**src/bawb_pkg.sv**
```systemverilog
// Shared types, codes and reset values for the buffer admission breaker.
package bawb_pkg;

  // Request codes
  localparam logic [1:0] REQ_TICK     = 2'd0;
  localparam logic [1:0] REQ_VALIDATE = 2'd1;
  localparam logic [1:0] REQ_RESET    = 2'd2;

  // Result status codes
  localparam logic [3:0] ST_PERMIT     = 4'd0;
  localparam logic [3:0] ST_NO_BUFFER  = 4'd1;
  localparam logic [3:0] ST_OPEN       = 4'd2;
  localparam logic [3:0] ST_PROTECTED  = 4'd3;
  localparam logic [3:0] ST_NO_CPU_RD  = 4'd4;
  localparam logic [3:0] ST_BAD_FORMAT = 4'd5;
  localparam logic [3:0] ST_BAD_GEOM   = 4'd6;
  localparam logic [3:0] ST_LOCK_FAIL  = 4'd7;
  localparam logic [3:0] ST_FAULT      = 4'd8;
  localparam logic [3:0] ST_TIMEOUT    = 4'd9;

  // Breaker modes
  localparam logic [1:0] MODE_CLOSED = 2'd0;
  localparam logic [1:0] MODE_OPEN   = 2'd1;
  localparam logic [1:0] MODE_HALF   = 2'd2;

  // Configuration register indexes
  localparam int unsigned CFG_IDX_W  = 2;
  localparam int unsigned CFG_DATA_W = 64;
  localparam logic [CFG_IDX_W-1:0] CFG_MAX_FAILURES = 2'd0;
  localparam logic [CFG_IDX_W-1:0] CFG_COOLDOWN     = 2'd1;
  localparam logic [CFG_IDX_W-1:0] CFG_TIMEOUT      = 2'd2;
  localparam logic [CFG_IDX_W-1:0] CFG_SPAN_LIMIT   = 2'd3;

  // Configuration reset values
  localparam logic [7:0]  MAX_FAILURES_RST = 8'd3;
  localparam logic [15:0] COOLDOWN_RST     = 16'd10;
  localparam logic [31:0] TIMEOUT_RST      = 32'd2000000;
  localparam logic [63:0] SPAN_LIMIT_RST   = 64'hFFFF_FFFF_FFFF_FFFF;

  // Descriptor encodings
  localparam int unsigned USAGE_PROTECTED_BIT = 14;
  localparam logic [1:0]  USAGE_CPU_READ      = 2'b11;
  localparam logic [31:0] FMT_RGBA8           = 32'd1;
  localparam logic [31:0] FMT_RGBX8           = 32'd2;

  // Saturation limits and span width: (h-1)*s*4 + w*4 fits in 35 bits
  localparam logic [7:0]  FAIL_MAX = 8'hFF;
  localparam logic [15:0] AGE_MAX  = 16'hFFFF;
  localparam int unsigned SPAN_W   = 35;

  typedef struct packed {
    logic [1:0]  req_type;
    logic        buf_present;
    logic [63:0] usage_flags;
    logic [31:0] pixel_format;
    logic [15:0] img_width;
    logic [15:0] img_height;
    logic [15:0] row_stride;
    logic        probe_enable;
    logic        lock_ok;
    logic        probe_ok;
    logic [31:0] probe_latency;
  } req_t;

  typedef struct packed {
    logic [3:0] status;
    logic [1:0] breaker_mode;
    logic [7:0] failure_run;
  } rsp_t;

  typedef struct packed {
    logic [7:0]  trip_threshold;
    logic [15:0] cooldown_ticks;
    logic [31:0] latency_limit;
    logic [63:0] span_limit;
  } cfg_t;

  // Checked item handed from the descriptor stage to the breaker stage
  typedef struct packed {
    logic       valid;
    logic [1:0] req_type;
    logic       buf_present;
    logic [3:0] code;
  } chk_t;

endpackage

```
**src/bawb_chan_if.sv**
```systemverilog
// Valid/ready channel carrying one payload item per transfer.
interface bawb_chan_if #(parameter type payload_t = logic) ();
  logic     valid;
  logic     ready;
  payload_t payload;

  modport source (output valid, output payload, input ready);
  modport sink   (input valid, input payload, output ready);
endinterface

```
**src/bawb_check.sv**
```systemverilog
// Input register and descriptor/probe checks, independent of breaker state.
module bawb_check (
  input  logic            clk,
  input  logic            rst,
  bawb_chan_if.sink       req,
  input  bawb_pkg::cfg_t  cfg,
  output bawb_pkg::chk_t  chk,
  input  logic            chk_ready
);
  import bawb_pkg::*;

  logic              s1_valid;
  req_t              s1;
  logic [15:0]       h_m1;
  logic [31:0]       prod;
  logic [SPAN_W-1:0] span;
  logic              span_bad;
  logic [3:0]        code;

  assign req.ready = !s1_valid || chk_ready;

  always_ff @(posedge clk) begin
    if (rst) begin
      s1_valid <= 1'b0;
    end else if (req.ready) begin
      s1_valid <= req.valid;
    end
    if (req.ready && req.valid) begin
      s1 <= req.payload;
    end
  end

  // span = (h-1)*stride*4 + (w-1)*4 + 4; only meaningful once w, h > 0
  assign h_m1     = s1.img_height - 16'd1;
  assign prod     = {16'd0, h_m1} * {16'd0, s1.row_stride};
  assign span     = {1'b0, prod, 2'b00} + {17'd0, s1.img_width, 2'b00};
  assign span_bad = {{(64 - SPAN_W){1'b0}}, span} > cfg.span_limit;

  always_comb begin
    if (s1.usage_flags[USAGE_PROTECTED_BIT]) begin
      code = ST_PROTECTED;
    end else if (s1.usage_flags[1:0] != USAGE_CPU_READ) begin
      code = ST_NO_CPU_RD;
    end else if (s1.pixel_format != FMT_RGBA8 && s1.pixel_format != FMT_RGBX8) begin
      code = ST_BAD_FORMAT;
    end else if (s1.img_width == 16'd0 || s1.img_height == 16'd0 ||
                 s1.row_stride < s1.img_width || span_bad) begin
      code = ST_BAD_GEOM;
    end else if (s1.probe_enable && !s1.lock_ok) begin
      code = ST_LOCK_FAIL;
    end else if (s1.probe_enable && !s1.probe_ok) begin
      code = ST_FAULT;
    end else if (s1.probe_enable && s1.probe_latency > cfg.latency_limit) begin
      code = ST_TIMEOUT;
    end else begin
      code = ST_PERMIT;
    end
  end

  assign chk.valid       = s1_valid;
  assign chk.req_type    = s1.req_type;
  assign chk.buf_present = s1.buf_present;
  assign chk.code        = code;

endmodule

```
**src/bawb_breaker.sv**
```systemverilog
// Breaker state update and result register.
module bawb_breaker (
  input  logic            clk,
  input  logic            rst,
  input  bawb_pkg::chk_t  chk,
  output logic            chk_ready,
  input  bawb_pkg::cfg_t  cfg,
  bawb_chan_if.source     rsp
);
  import bawb_pkg::*;

  logic [1:0]  mode;
  logic [1:0]  mode_next;
  logic [7:0]  fail_count;
  logic [7:0]  fail_count_next;
  logic [15:0] trip_age;
  logic [15:0] trip_age_next;
  logic [1:0]  eff_mode;
  logic [7:0]  fail_inc;
  logic [3:0]  status;
  logic        out_valid;
  rsp_t        out_data;
  logic        take;

  assign chk_ready = !out_valid || rsp.ready;
  assign take      = chk.valid && chk_ready;

  assign eff_mode = (mode == MODE_OPEN) ? MODE_HALF : mode;
  assign fail_inc = (fail_count == FAIL_MAX) ? fail_count : fail_count + 8'd1;

  always_comb begin
    mode_next       = mode;
    fail_count_next = fail_count;
    trip_age_next   = trip_age;
    status          = ST_PERMIT;
    case (chk.req_type)
      REQ_TICK: begin
        if (trip_age != AGE_MAX) begin
          trip_age_next = trip_age + 16'd1;
        end
      end
      REQ_VALIDATE: begin
        if (!chk.buf_present) begin
          status = ST_NO_BUFFER;
        end else if (mode == MODE_OPEN && trip_age < cfg.cooldown_ticks) begin
          status = ST_OPEN;
        end else if (chk.code != ST_PERMIT) begin
          status    = chk.code;
          mode_next = eff_mode;
          if (eff_mode == MODE_HALF) begin
            mode_next     = MODE_OPEN;
            trip_age_next = 16'd0;
          end else if (eff_mode == MODE_CLOSED) begin
            fail_count_next = fail_inc;
            if (fail_inc >= cfg.trip_threshold) begin
              mode_next     = MODE_OPEN;
              trip_age_next = 16'd0;
            end
          end
        end else begin
          mode_next = eff_mode;
          if (eff_mode == MODE_HALF || eff_mode == MODE_CLOSED) begin
            mode_next       = MODE_CLOSED;
            fail_count_next = 8'd0;
          end
        end
      end
      REQ_RESET: begin
        mode_next       = MODE_CLOSED;
        fail_count_next = 8'd0;
        trip_age_next   = 16'd0;
      end
      default: begin
      end
    endcase
  end

  always_ff @(posedge clk) begin
    if (rst) begin
      mode       <= MODE_CLOSED;
      fail_count <= 8'd0;
      trip_age   <= 16'd0;
      out_valid  <= 1'b0;
    end else begin
      if (take) begin
        mode       <= mode_next;
        fail_count <= fail_count_next;
        trip_age   <= trip_age_next;
      end
      if (chk_ready) begin
        out_valid <= chk.valid;
      end
    end
    if (take) begin
      out_data.status       <= status;
      out_data.breaker_mode <= mode_next;
      out_data.failure_run  <= fail_count_next;
    end
  end

  assign rsp.valid   = out_valid;
  assign rsp.payload = out_data;

endmodule

```
**src/buffer_admission_with_breaker.sv**
```systemverilog
// Top level: image-buffer admission behind a closed/open/half-open breaker.
// A request passes the input register and then the result register before its
// result is offered. One request per cycle while the receiver keeps taking
// results; the span multiply, the checks and the breaker update all sit between
// the input register and the result register.
// Reset (rst, synchronous): breaker closed, failure run and trip age zero,
// config back to its defaults, both pipeline stages empty.
module buffer_admission_with_breaker (
  input  logic                             clk,
  input  logic                             rst,
  bawb_chan_if.sink                        req,
  bawb_chan_if.source                      rsp,
  input  logic                             cfg_we,
  input  logic [bawb_pkg::CFG_IDX_W-1:0]   cfg_index,
  input  logic [bawb_pkg::CFG_DATA_W-1:0]  cfg_data
);
  import bawb_pkg::*;

  cfg_t cfg;
  chk_t chk;
  logic chk_ready;

  // Configuration registers; the user must write them only while the pipeline is
  // idle, so both stages see a stable value for every item; the block never checks.
  always_ff @(posedge clk) begin
    if (rst) begin
      cfg.trip_threshold <= MAX_FAILURES_RST;
      cfg.cooldown_ticks <= COOLDOWN_RST;
      cfg.latency_limit  <= TIMEOUT_RST;
      cfg.span_limit     <= SPAN_LIMIT_RST;
    end else if (cfg_we) begin
      case (cfg_index)
        CFG_MAX_FAILURES: cfg.trip_threshold <= cfg_data[7:0];
        CFG_COOLDOWN:     cfg.cooldown_ticks <= cfg_data[15:0];
        CFG_TIMEOUT:      cfg.latency_limit  <= cfg_data[31:0];
        CFG_SPAN_LIMIT:   cfg.span_limit     <= cfg_data;
        default: begin
        end
      endcase
    end
  end

  // Stage 1: capture the request and run the descriptor and probe checks.
  // The outcome is boiled down to the first failing status code.
  bawb_check u_check (
    .clk       (clk),
    .rst       (rst),
    .req       (req),
    .cfg       (cfg),
    .chk       (chk),
    .chk_ready (chk_ready)
  );

  // Stage 2: apply the check outcome to the breaker and register the result.
  // The result register frees stage 1 whenever it is empty or being drained.
  bawb_breaker u_breaker (
    .clk       (clk),
    .rst       (rst),
    .chk       (chk),
    .chk_ready (chk_ready),
    .cfg       (cfg),
    .rsp       (rsp)
  );

`ifndef ASSERT_OFF
  // A request refused by the open breaker leaves the breaker open.
  a_open_refusal: assert property (@(posedge clk) disable iff (rst)
    (rsp.valid && rsp.payload.status == ST_OPEN) |->
      (rsp.payload.breaker_mode == MODE_OPEN))
    else $error("open refusal reported with breaker not open");

  // A check failure that leaves the breaker closed must have counted.
  a_fail_counted: assert property (@(posedge clk) disable iff (rst)
    (rsp.valid && rsp.payload.status >= ST_PROTECTED &&
     rsp.payload.status <= ST_TIMEOUT &&
     rsp.payload.breaker_mode == MODE_CLOSED) |->
      (rsp.payload.failure_run != 8'd0))
    else $error("closed-state failure not counted");

  // A check failure never reports the half-open mode: it stays closed, trips or reopens.
  a_fail_not_half: assert property (@(posedge clk) disable iff (rst)
    (rsp.valid && rsp.payload.status >= ST_PROTECTED &&
     rsp.payload.status <= ST_TIMEOUT) |->
      (rsp.payload.breaker_mode != MODE_HALF))
    else $error("failure left breaker half-open");
`endif

endmodule

```
**src/flat_wrapper.sv**
```systemverilog
// flat-port wrapper written by rule: the top's interface ports become plain ports
module buffer_admission_with_breaker_flat import bawb_pkg::*;
  (clk, rst, cfg_we, cfg_index, cfg_data, req_valid, req_payload, req_ready, rsp_valid, rsp_payload, rsp_ready);
  bawb_chan_if #(.payload_t(req_t)) req_i ();
  bawb_chan_if #(.payload_t(rsp_t)) rsp_i ();
  input  logic clk;
  input  logic rst;
  input  logic cfg_we;
  input  logic [bawb_pkg::CFG_IDX_W-1:0] cfg_index;
  input  logic [bawb_pkg::CFG_DATA_W-1:0] cfg_data;
  input wire logic [$bits(req_i.valid)-1:0] req_valid;
  input wire logic [$bits(req_i.payload)-1:0] req_payload;
  output wire logic [$bits(req_i.ready)-1:0] req_ready;
  output wire logic [$bits(rsp_i.valid)-1:0] rsp_valid;
  output wire logic [$bits(rsp_i.payload)-1:0] rsp_payload;
  input wire logic [$bits(rsp_i.ready)-1:0] rsp_ready;
  assign req_i.valid = req_valid;
  assign req_i.payload = req_payload;
  assign req_ready = req_i.ready;
  assign rsp_valid = rsp_i.valid;
  assign rsp_payload = rsp_i.payload;
  assign rsp_i.ready = rsp_ready;
  buffer_admission_with_breaker u_core (.clk(clk), .rst(rst), .req(req_i), .rsp(rsp_i), .cfg_we(cfg_we), .cfg_index(cfg_index), .cfg_data(cfg_data));
endmodule
```
**config.mk**
```make
export PLATFORM = sky130hd
export DESIGN_NAME = buffer_admission_with_breaker_flat
export DESIGN_NICKNAME = d
export VERILOG_FILES = /design/src/bawb_pkg.sv /design/src/bawb_chan_if.sv /design/src/bawb_check.sv /design/src/bawb_breaker.sv /design/src/buffer_admission_with_breaker.sv /design/src/flat_wrapper.sv
export SDC_FILE = /design/constraint.sdc
export NUM_CORES = 1
export LEC_CHECK = 0
export ABC_AREA = 1
export BUFFER_PORTS_ARGS = -buffer_cell sky130_fd_sc_hd__clkbuf_2
export CORE_MARGIN = 1
export CORE_UTILIZATION = 30
export DETAILED_ROUTE_END_ITERATION = 16
export PLACE_DENSITY = 0.48
export SLEW_MARGIN = 20
export SYNTH_ARGS = -nofsm -noshare
export SYNTH_HDL_FRONTEND = slang
export SYNTH_HIERARCHICAL = 1
export SYNTH_SLANG_ARGS = --single-unit
```
**constraint.sdc**
```tcl
create_clock -name clk -period 20.6 [get_ports clk]
set_input_delay 1.03 -clock clk [delete_from_list [all_inputs] [get_ports clk]]
set_output_delay 1.03 -clock clk [all_outputs]
set_load 0.01 [all_outputs]
```
Word-level counts from Yosys, hierarchy flattened
Index checks and enable logic that the tools add are counted.
{"block": "word_totals", "register_bits": 295, "inputBits": 253, "elab_cells": 122}
{"block": "op_classes", "n_mul": 1, "eq_ne": 18, "order_cmp": 5, "n_reduce_logical": 31, "mux": 35, "addsub": 4, "bitwise": 3}
{"op": "$mux 16", "count": 7}
{"op": "$gt 35x64->1", "count": 1}
{"op": "$mux 8", "count": 7}
{"op": "$pmux 16 s3", "count": 1}
{"op": "$add 34x18->35", "count": 1}
{"op": "$gt 32x32->1", "count": 1}
{"op": "$logic_not 16->1", "count": 2}
{"op": "$lt 16x16->1", "count": 2}
{"op": "$mul 16x16->32", "count": 1}
{"op": "$ne 32x1->1 const B", "count": 1}
{"op": "$ne 32x2->1 const B", "count": 1}
{"op": "$mux 4", "count": 7}
{"op": "$mux 2", "count": 10}
{"op": "$add 16x1->16 const B", "count": 1}
{"op": "$ne 16x16->1 const B", "count": 1}
{"op": "$pmux 8 s2", "count": 1}
{"op": "$sub 16x1->16 const B", "count": 1}
{"op": "$reduce_and 2->1", "count": 5}
{"op": "$add 8x1->8 const B", "count": 1}
{"op": "$eq 2x2->1 const B", "count": 4}
{"op": "$eq 8x8->1 const B", "count": 1}
{"op": "$ge 8x8->1", "count": 1}
{"op": "$ne 2x2->1 const B", "count": 4}
{"op": "$reduce_and 8->1", "count": 1}
{"op": "13 further kinds", "count": 34}

Depth between registers and ports, before layout
Gate-level depths: netlist of the first run.
{"block": "depth", "depth_word": 14, "depth_mapped": 69, "depth_no_buf": 68}

Hierarchy
The synthesis of the first run kept the hierarchy.
{"module": "bawb_check", "instances": 1, "area_each_um2": 16938.7, "seq_area_each_um2": 3653.5, "cells_each": 2108}
{"module": "buffer_admission_with_breaker", "instances": 1, "area_each_um2": 4519.3, "seq_area_each_um2": 2402.3, "cells_each": 621}
{"module": "bawb_breaker", "instances": 1, "area_each_um2": 3405.8, "seq_area_each_um2": 960.9, "cells_each": 495}

Least setup slack after synthesis of the first run
Ideal clock, no wire load.
{"block": "synth_path", "path_kind": "reg-to-reg", "start": "reg u_core/u_check/s1[51] (netlist bit)", "end": "reg u_core.u_breaker.out_data (netlist bit u_core/u_breaker/rsp.payload[3]) (data pin)", "stages_incl_launch_ff": 63, "n_path_buf": 1, "slack_ps": 11072, "arrival_time_ps": 9272, "period_less_slack_ps": 9528, "path_cell_list": "edfxtp_1 -> inv_2 -> nand2_1 -> inv_2 -> nand2_1 -> nor3_2 -> nand2_1 -> inv_1 -> or2_2 -> nand2_1 -> inv_1 -> clkbuf_1 -> nand2_1 -> fa_1 -> fa_1 -> inv_1 -> fa_1 -> inv_1 -> [... 27 more ...] -> nand2_1 -> nor2_1 -> nand2_1 -> nor2_1 -> and3_1 -> nor3_1 -> nand2_1 -> nand3_1 -> o21ai_0 -> inv_1 -> inv_1 -> nand3_1 -> nand3_1 -> o21ai_0 -> a21oi_1 -> nand3_1 -> nand3_1 -> nand2_1"}
{"element": "start: declaration", "line_no": "bawb_check.sv:13", "text": "req_t s1;"}
{"element": "start signal: assignment", "line_no": "bawb_check.sv:29", "text": "s1 <= req.payload;"}
{"element": "end: declaration", "line_no": "bawb_breaker.sv:22", "text": "rsp_t out_data;"}

==> metrics, run 1 <==
status finished clean; Layout fillers 8,830; syn avg cell area 7.71 µm²; CTS tree built; Period Utilization, post-route 0.581; number of global-route vias before repair 20,202; routed len/inst 15.7 µm; row cnt 105; number of synthesized register bits 283; Die X-Extent 290 µm; Hold Path Class register to register; # setup viols final 0; First-pass DRT Iterations 5; YS warnings 6; number of synthesized flops with an enable pin 135; drt via density 4.47; Yosys top cell by area edfxtp_1; crit path DAT 12.25 ns; die height 290 µm; CP dominant cell by count nand2_1; largest net degree at the start of global routing 77; Tmin final 11.97 ns; critical path required time 20.89 ns; Nets 4,081; root buffer cell clkbuf_16; Yosys top cell area share 0.163; Initial Util 0.303; P&R area growth vs syn 13.0%; gr usage total 0.171; core footprint 0.0821 mm²; Hold Fails Final Rpt 0; Synth area leaders edfxtp_1 (16%), fa_1 (16%), nand2_1 (13%); Slew headroom 0.370; Synth cell types 50; Clk pin slew, worst setup/hold paths 0.06 ns; synth cell count leaders nand2_1 (866), inv_1 (613), nor2_1 (319); area of the multi-input gates 0.0150 mm²; crit-path leading delay family simple AND/OR/NAND/NOR gates; Hold-fix buffers, CTS 0; CP Capture Type register; Slew @ Worst Pin 0.945 ns; IO Pins 269; clk_lat worst skew 0.54 ns; post-route setup TNS 0 ns; antenna-violating nets left 0; CTS Sinks 283; Buf+Inv Stages, Crit Path 12; global route overflow 0; skew final 0.0217 ns; number of DRC markers in iteration 0 1,136; CP startpoint kind register; share of cells above drive strength 1 0.117; final wirelength 70,800 µm; CP peak stage delay 0.54 ns; number of maximum-capacitance violations 0; Syn Inst Count 3,224; worst hold slack 0.470 ns; Die Footprint 0.0840 mm²; n_diodes 0; Post CTS Setup Buffer Count 0; RSZ-0062 raised after global routing false; Cell Area, Synth 0.0249 mm²; Inserted Clock Buffers 36; FF-to-FF setup slack 8.63 ns; worst-path fanout max 14; ys flop type dfxtp_1; first-pass GRT wire length 113,000 µm; PortBufs 207; Setup Crit Path Kind register to register; Critical-path top delay cell clkinv_1; GPL Wtd Cong 0.909; via count 20,116; DP HPWL 56,600 µm; most numerous cell in the Yosys netlist nand2_1; Mapped Nets 3,905; antenna violations before repair 0; DRC Markers 0; sequential cell area 0.00702 mm²; asr flop ratio synth 0; Longest Clk Path Bufs 3; H-tree depth 2; post-CTS sizing 0; Slew Limit Fails 0; register area share after synthesis 0.282; Fmax 83.6 MHz
[worst register-to-register path, delay by kind of cell, from the launching register on]
family	cells	cell delay [ns]
AO/OA/AOI/OAI	3	0.59
buffers and inverters	12	1.46
XOR/XNOR	1	0.23
flip-flops	1	0.33
adder cells (fa/ha/maj)	10	4.27
AND/OR/NAND/NOR	33	4.88
[sequential cells by signal, indices dropped and copies added, names as in the netlist]
signal and flops:
u_core/u_breaker/fail_count 8, u_core/cfg 120, u_core/u_breaker/trip_age 16, u_core/u_check/s1 118, u_core/u_check/chk 3, u_core/u_breaker/mode 2
u_core/u_check/s1_valid 1, u_core/u_breaker/rsp.valid 1, u_core/u_breaker/rsp.payload 14
[final timing paths]
check                                                startpoint                                   endpoint  depth (start not counted)
worst max-delay path            u_core/u_check/s1[51]$_DFFE_PP_  u_core/u_breaker/rsp.payload[3]$_DFFE_PP_                         59
worst min-delay path                u_core/cfg[55]$_SDFFE_PP1P_                u_core/cfg[55]$_SDFFE_PP1P_                          2
worst max register to register  u_core/u_check/s1[51]$_DFFE_PP_  u_core/u_breaker/rsp.payload[3]$_DFFE_PP_                         59
worst min register to register      u_core/cfg[55]$_SDFFE_PP1P_                u_core/cfg[55]$_SDFFE_PP1P_                          2
[cells by family after synthesis]
group	synth area share
AO/OA/AOI/OAI	0.0401
XOR/XNOR	0.0187
adder cells (fa/ha/maj)	0.274
buffers and inverters	0.117
flip-flops	0.282
AND/OR/NAND/NOR	0.268
[metal layers]
metal / track usage / routed length (µm) / vias up
li1: - / - / 10280
met1: 0.229 / 33000 / 9367
met2: 0.290 / 33400 / 393
met3: 0.0191 / 2630 / 76
met4: 0.0483 / 1760 / 0
met5: 0 / 0 / -
[per-stage QoR]
step,instances,worst slack [ns],util,area (µm²)
2_1_floorplan,3224,11.07,-,24900
5_1_grt,4497,7.61,0.342,28100
3_3_place_gp,4432,8.71,0.327,26900
3_5_place_dp,4432,8.70,0.327,26900
4_1_cts,4497,8.70,0.342,28100
6_report,4497,8.63,0.342,28100
[layout make-up]
class                      count  share of cell area
tap                         1070              0.0477
multi-input combinational   2215               0.533
inverter                     644              0.0862
clock inverter                17             0.00771
timing repair buffer         220              0.0404
sequential                   283               0.250
clock buffer                  48              0.0355
[layout by cell type (no fill, tap or decap), drive strengths merged, types with 5 or more instances in the layout]
cell type / n
nand2: 903
inv: 637
nor2: 343
clkbuf: 255
ha: 233
nand3: 210
fa: 195
dfxtp: 148
edfxtp: 135
a21oi: 120
xor2: 41
o21ai: 37
nor3: 24
nand4: 23
nor4: 21
clkinv: 18
buf: 13
xnor2: 12
or2: 12
o21a: 6
o21bai: 5
Power of run 1 is left out: the tool's default activity adds up to more than one toggle a clock period on the data nets, which glitch-free logic cannot reach.
==> run 2, diff against run 1 <==
--- a/config.mk
+++ b/config.mk
@@ -5,12 +5,12 @@
 export SDC_FILE = /design/constraint.sdc
 export NUM_CORES = 1
 export LEC_CHECK = 0
-export ABC_AREA = 1
+export ABC_AREA = 0
 export BUFFER_PORTS_ARGS = -buffer_cell sky130_fd_sc_hd__clkbuf_2
 export CORE_MARGIN = 1
 export CORE_UTILIZATION = 30
 export DETAILED_ROUTE_END_ITERATION = 16
-export PLACE_DENSITY = 0.48
+export PLACE_DENSITY = 0.5
 export SLEW_MARGIN = 20
 export SYNTH_ARGS = -nofsm -noshare
 export SYNTH_HDL_FRONTEND = slang
==> constraint.sdc (replaced) <==
create_clock -name clk -period 10.35 [get_ports clk]
set_input_delay 0.5175 -clock clk [delete_from_list [all_inputs] [get_ports clk]]
set_output_delay 0.5175 -clock clk [all_outputs]
set_load 0.01 [all_outputs]
==> run 2 against run 1 <==
Against the previous run: the flow now finishes with violations (negative setup slack); die area down 4.2%; global-route usage decreased by 0.92 points; cell count is 12% lower; count of clock-buffer cells in the layout rose by 5; non-clock buffer count up 227; maximum frequency grew 7.9%; worst hold slack worse by 0.34 ns; synthesized cell count decreased by 23%; cell area rose by 5.2%; sequential share of layout area is 1.2 points lower; via count fell by 8.5%; utilization increased by 3.7 points; critical path type unchanged.
==> metrics, run 2 <==
Die X-Extent 284 µm; post-route setup TNS -19.15 ns; row cnt 102; antenna violations before repair 13; failing checks negative setup slack; most numerous cell in the Yosys netlist inv_1; crit path DAT 11.55 ns; number of maximum-capacitance violations 0; CTS Sinks 283; most frequent cells in the layout inv_1 (359), buf_4 (222), ha_1 (222), clkbuf_2 (206), nor2_1 (198); asr flop ratio synth 0; P&R area growth vs syn 24.1%; core footprint 0.0780 mm²; syn avg cell area 9.58 µm²; largest net degree at the start of global routing 128; Slew headroom 0.327; Layout fillers 7,756; YS warnings 6; FF-to-FF setup slack -0.74 ns; # setup viols final 34; status complete, but fails checks; Die Footprint 0.0805 mm²; Hold Path Class primary input to register; crit path from u_core/u_check/s1[51]$_DFFE_PP_; CP peak stage delay 0.58 ns; Largest regs u_core/cfg: 120 flops, u_core/u_check/s1: 118 flops, u_core/u_breaker/trip_age: 16 flops; CP Capture Type register; critical path required time 10.81 ns; DP HPWL 52,000 µm; CP startpoint kind register; number of synthesized flops with an enable pin 135; CP endpoint u_core/u_breaker/trip_age[5]$_SDFFE_PP0P_; commonest non-fill, non-tap cell in the layout inv_1; First-pass DRT Iterations 7; Fmax 90.2 MHz; Cell Area, Synth 0.0238 mm²; number of flip-flops under the largest register name 120; RSZ-0062 raised after global routing true; global route overflow 0; fin worst setup slack -0.739 ns; area of the multi-input gates 0.0157 mm²; synth cell count leaders inv_1 (370), ha_1 (233), nand2_1 (204), nor2_1 (204), fa_1 (195); Critical-path top delay cell fa_2; Yosys top cell by area edfxtp_1; PortBufs 207; Synth cell types 90; clk_lat worst skew 0.56 ns; worst slack, placed -1.38 ns; number of DRC markers in iteration 0 846; worst-path fanout max 8; worst reg2reg path depth 52; CP dominant cell by count buf_4; GPL Wtd Cong 0.866; Nets 3,562; Period Utilization, post-route 1.07; Slew @ Worst Pin 1.00 ns; final wirelength 64,600 µm; Mapped Nets 3,165; number of global-route vias before repair 19,708; via count 18,403; Yosys top cell area share 0.170; IO Pins 269; worst hold slack 0.134 ns; DRC Markers 0; number of synthesized register bits 283; Slew Limit Fails 0; antenna-violating nets left 0; Synth area leaders edfxtp_1 (17%), fa_1 (16%), dfxtp_1 (12%); share of cells above drive strength 1 0.225; Hold-fix buffers, CTS 0; Hold Fails Final Rpt 0; Longest Clk Path Bufs 3; Syn Inst Count 2,484; Worst R2R End u_core/u_breaker/trip_age[5]$_SDFFE_PP0P_; root buffer cell clkbuf_16; register area share after synthesis 0.295; largest reg by FF count u_core/cfg; RR Startpoint u_core/u_check/s1[51]$_DFFE_PP_; Initial Util 0.305; sequential cell area 0.00702 mm²; Tmin final 11.09 ns; Clk pin slew, worst setup/hold paths 0.05 ns; H-tree depth 2; skew final 0.0407 ns; drt via density 4.66; Setup Crit Path Kind register to register; first-pass GRT wire length 105,000 µm; Inserted Clock Buffers 36; die height 284 µm; ys flop type dfxtp_1; CTS tree built; routed len/inst 16.3 µm; gr usage total 0.162; hold depth 1
[run 2: what timing repair did]
action / 4_1_cts / 5_1_grt
resized for setup: 95 / 68
pin swaps: 116 / 59
setup endpoints to repair: 38 / 38
gates cloned: 2 / 0
buffers inserted: 26 / 13
[run 2: routing by layer]
layer	GRT usage	share of wire
met1	0.208	0.45
met2	0.276	0.48
met3	0.0284	0.041
met4	0.0474	0.025
met5	0	0.0014
[run 2: worst min path at each step]
| stage | start | endpoint | slack [ns] |
|---|---|---|---|
| after floorplan | u_core/cfg[109]$_SDFFE_PP0P_ | u_core/cfg[109]$_SDFFE_PP0P_ | 0.45 |
| after global placement | u_core/u_check/s1_valid$_SDFFE_PP0N_ | u_core/u_breaker/rsp.valid$_SDFFE_PP0N_ | 0.45 |
| after detailed placement | u_core/cfg[85]$_SDFFE_PP0P_ | u_core/cfg[85]$_SDFFE_PP0P_ | 0.46 |
| after CTS | req_payload[65] | u_core/u_check/s1[65]$_DFFE_PP_ | 0.08 |
| after global routing | req_payload[65] | u_core/u_check/s1[65]$_DFFE_PP_ | 0.10 |
| final | req_payload[65] | u_core/u_check/s1[65]$_DFFE_PP_ | 0.13 |
[run 2: area by class of cell]
type | count | area share
Inverter | 370 | 0.0470
Multi-Input combinational cell | 1743 | 0.532
Tap cell | 1040 | 0.0440
Sequential cell | 283 | 0.238
Clock inverter | 12 | 0.00457
Timing Repair Buffer | 447 | 0.100
Clock buffer | 53 | 0.0350
Antenna cell | 3 | 0.000254
[run 2: kinds of logic (layout without fill, tap and decap cells)]
logic type | count (synthesis) | after routing | share of synthesized area
xor+xnor | 67 | 67 | 0.0247
simple gates | 818 | 818 | 0.176
other cells | 0 | 3 | 0
buf+inv | 460 | 882 | 0.0807
fa+ha+maj | 428 | 428 | 0.287
mux | 125 | 125 | 0.0527
compound gates | 303 | 305 | 0.0850
flops | 283 | 283 | 0.295
[run 2: stage by stage]
| step | instances | util | instance area, µm² |
|---|---|---|---|
| finish | 3951 | 0.379 | 29500 |
| floorplan | 2484 | - | 24000 |
| detailed placement | 3844 | 0.350 | 27300 |
| CTS | 3937 | 0.374 | 29200 |
| global route | 3951 | 0.379 | 29500 |
| global placement | 3844 | 0.350 | 27300 |
[run 2: critical path: cells and delay by family, from the launching register on]
kind            cells  cell delay (ns)
xor+xnor            3             0.49
simple gates       17             2.76
buf+inv            11             1.36
compound gates     11             2.06
fa+ha+maj          10             3.96
flops               1             0.39
Power of run 2 is left out for the same reason.
==> run 3, diff against run 2 <==
--- a/config.mk
+++ b/config.mk
@@ -7,10 +7,12 @@
 export LEC_CHECK = 0
 export ABC_AREA = 0
 export BUFFER_PORTS_ARGS = -buffer_cell sky130_fd_sc_hd__clkbuf_2
+export CELL_PAD_IN_SITES_DETAIL_PLACEMENT = 0
+export CELL_PAD_IN_SITES_GLOBAL_PLACEMENT = 2
 export CORE_MARGIN = 1
 export CORE_UTILIZATION = 30
 export DETAILED_ROUTE_END_ITERATION = 16
-export PLACE_DENSITY = 0.5
+export PLACE_DENSITY = 0.71
 export SLEW_MARGIN = 20
 export SYNTH_ARGS = -nofsm -noshare
 export SYNTH_HDL_FRONTEND = slang
==> run 3 against run 2 <==
Against the previous run: the run still ends with negative setup slack left; sequential cell count unchanged; clock skew up 0.0074 ns; cell count up 0.30%; sequential share of layout area down 0.17 points; cell area up 0.74%; maximum frequency down 1.6%; count of clock-buffer cells in the layout down 5; die area unchanged; first-iteration DRC count down 14%; worst hold slack worse by 0.040 ns; routed wire length up 4.1%; via count up 0.87%; critical endpoint is now u_core/u_breaker/trip_age[11]$_SDFFE_PP0P_; highest routed layer unchanged.
==> metrics, run 3 (synthesis results as in run 2) <==
status complete, but fails checks; failing checks negative setup slack; IO Pins 269; drt via density 4.68; gr usage total 0.168; CP dominant cell by count fa_1; largest reg by FF count u_core/cfg; worst hold slack 0.0937 ns; RSZ-0062 raised after global routing true; crit path DAT 11.76 ns; worst-path fanout max 6; Setup Crit Path Kind register to register; CP startpoint kind register; number of flip-flops under the largest register name 120; Period Utilization, post-route 1.09; Worst R2R End u_core/u_breaker/trip_age[11]$_SDFFE_PP0P_; Hold-fix buffers, CTS 0; number of DRC markers in iteration 0 729; Largest regs u_core/cfg: 120 flops, u_core/u_check/s1: 118 flops, u_core/u_breaker/trip_age: 16 flops; global route overflow 0; PortBufs 207; crit-path leading delay family adder cells; CTS tree built; share of cells above drive strength 1 0.234; crit path from u_core/u_check/s1[52]$_DFFE_PP_; Buf+Inv Stages, Crit Path 8; CP endpoint u_core/u_breaker/trip_age[11]$_SDFFE_PP0P_; root buffer cell clkbuf_16; Post-DP Area 0.0274 mm²; critical path required time 10.85 ns; First-pass DRT Iterations 5; Nets 3,575; Die Footprint 0.0805 mm²; worst reg2reg path depth 44; antenna violations before repair 2; GPL Wtd Cong 0.860; Layout fillers 7,876; Initial Util 0.305; P&R area growth vs syn 25.0%; row cnt 102; Clk pin slew, worst setup/hold paths 0.06 ns; fin worst setup slack -0.916 ns; core footprint 0.0780 mm²; Slew @ Worst Pin 0.972 ns; number of global-route vias before repair 19,811; Slew Limit Fails 0; routed len/inst 17.0 µm; Inserted Clock Buffers 37; number of maximum-capacitance violations 0; Fmax 88.8 MHz; skew final 0.0480 ns; Critical-path top delay cell fa_1; die height 284 µm; Die X-Extent 284 µm; via count 18,564; Longest Clk Path Bufs 3; Tmin final 11.27 ns; DP HPWL 54,000 µm; Hold Fails Final Rpt 0; CTS Sinks 283; CP Depth 44; antenna-violating nets left 0; RR Startpoint u_core/u_check/s1[52]$_DFFE_PP_; CP Capture Type register; post-route setup TNS -24.34 ns; clk_lat worst skew 0.60 ns; most frequent cells in the layout inv_1 (358), buf_4 (237), ha_1 (221), clkbuf_2 (206), nor2_1 (200); FF-to-FF setup slack -0.92 ns; post-route cell area 0.0298 mm²; Slew headroom 0.352; final wirelength 67,200 µm; first-pass GRT wire length 108,000 µm; n_diodes 0; Hold Path Class primary input to register; # setup viols final 34; commonest non-fill, non-tap cell in the layout inv_1; DRC Markers 0; CP peak stage delay 0.55 ns; largest net degree at the start of global routing 132; H-tree depth 2
==> run 3: cell types whose count changed in the layout (fill, tap and decap cells not counted), moves of 5 or more <==
cell | previous run | this run
buf_4 | 222 | 237
clkbuf_1 | 10 | 5
o21ai_1 | 15 | 10
clkinv_2 | 3 | 8
==> run 3: how the worst min path moves through the flow <==
stage	endpoint	slack (ns)	cells past startpoint	start
detailed placement	u_core/cfg[94]$_SDFFE_PP0P_	0.46	2	u_core/cfg[94]$_SDFFE_PP0P_
floorplan	u_core/cfg[109]$_SDFFE_PP0P_	0.45	2	u_core/cfg[109]$_SDFFE_PP0P_
global placement	u_core/u_breaker/rsp.valid$_SDFFE_PP0N_	0.45	2	u_core/u_check/s1_valid$_SDFFE_PP0N_
CTS	u_core/u_check/s1[59]$_DFFE_PP_	0.05	1	req_payload[59]
finish	u_core/u_check/s1[55]$_DFFE_PP_	0.09	1	req_payload[55]
global route	u_core/u_check/s1[59]$_DFFE_PP_	0.06	1	req_payload[59]
==> run 3: area by class of cell <==
| cell class | instances | area (µm²) | share of cell area |
|---|---|---|---|
| clock buffer | 48 | 1040 | 0.0349 |
| sequential | 283 | 7020 | 0.236 |
| clock inverter | 20 | 240 | 0.00807 |
| tap | 1040 | 1300 | 0.0437 |
| timing repair buffer | 459 | 3000 | 0.101 |
| inverter | 370 | 1390 | 0.0467 |
| multi-input combinational | 1743 | 15800 | 0.530 |
==> run 3: worst register-to-register path, delay by kind of cell (launching register included) <==
kind                       cells  cell delay, ns
DFF                            1            0.40
buffers and inverters          8            0.90
xor gates and xnor gates       3            0.58
AOI/OAI and AO/OA              9            2.19
adders and majority gates      9            3.86
and+or+nand+nor               15            3.25
==> run 3: routing by layer <==
metal	up-vias	GRT usage	part of all wire
li1	9077	-	-
met4	2	0.0500	0.027
met3	108	0.0228	0.036
met2	330	0.281	0.47
met5	-	0	0.00019
met1	9047	0.225	0.47
==> run 3: through the flow <==
step	cells	util	worst slack (ns)
floorplan	2484	-	-0.677
global placement	3861	0.352	-1.34
detailed placement	3861	0.352	-1.52
CTS	3941	0.373	-0.935
global route	3963	0.382	-1.37
finish	3963	0.382	-0.916
==> run 3: timing repair <==
| action | 4_1_cts | 5_1_grt |
|---|---|---|
| buffers inserted | 9 | 24 |
| gates resized for setup | 52 | 117 |
| gates cloned | 3 | 0 |
| pin swaps | 62 | 88 |
| setup endpoints to repair | 38 | 38 |
Power of run 3 is left out for the same reason.
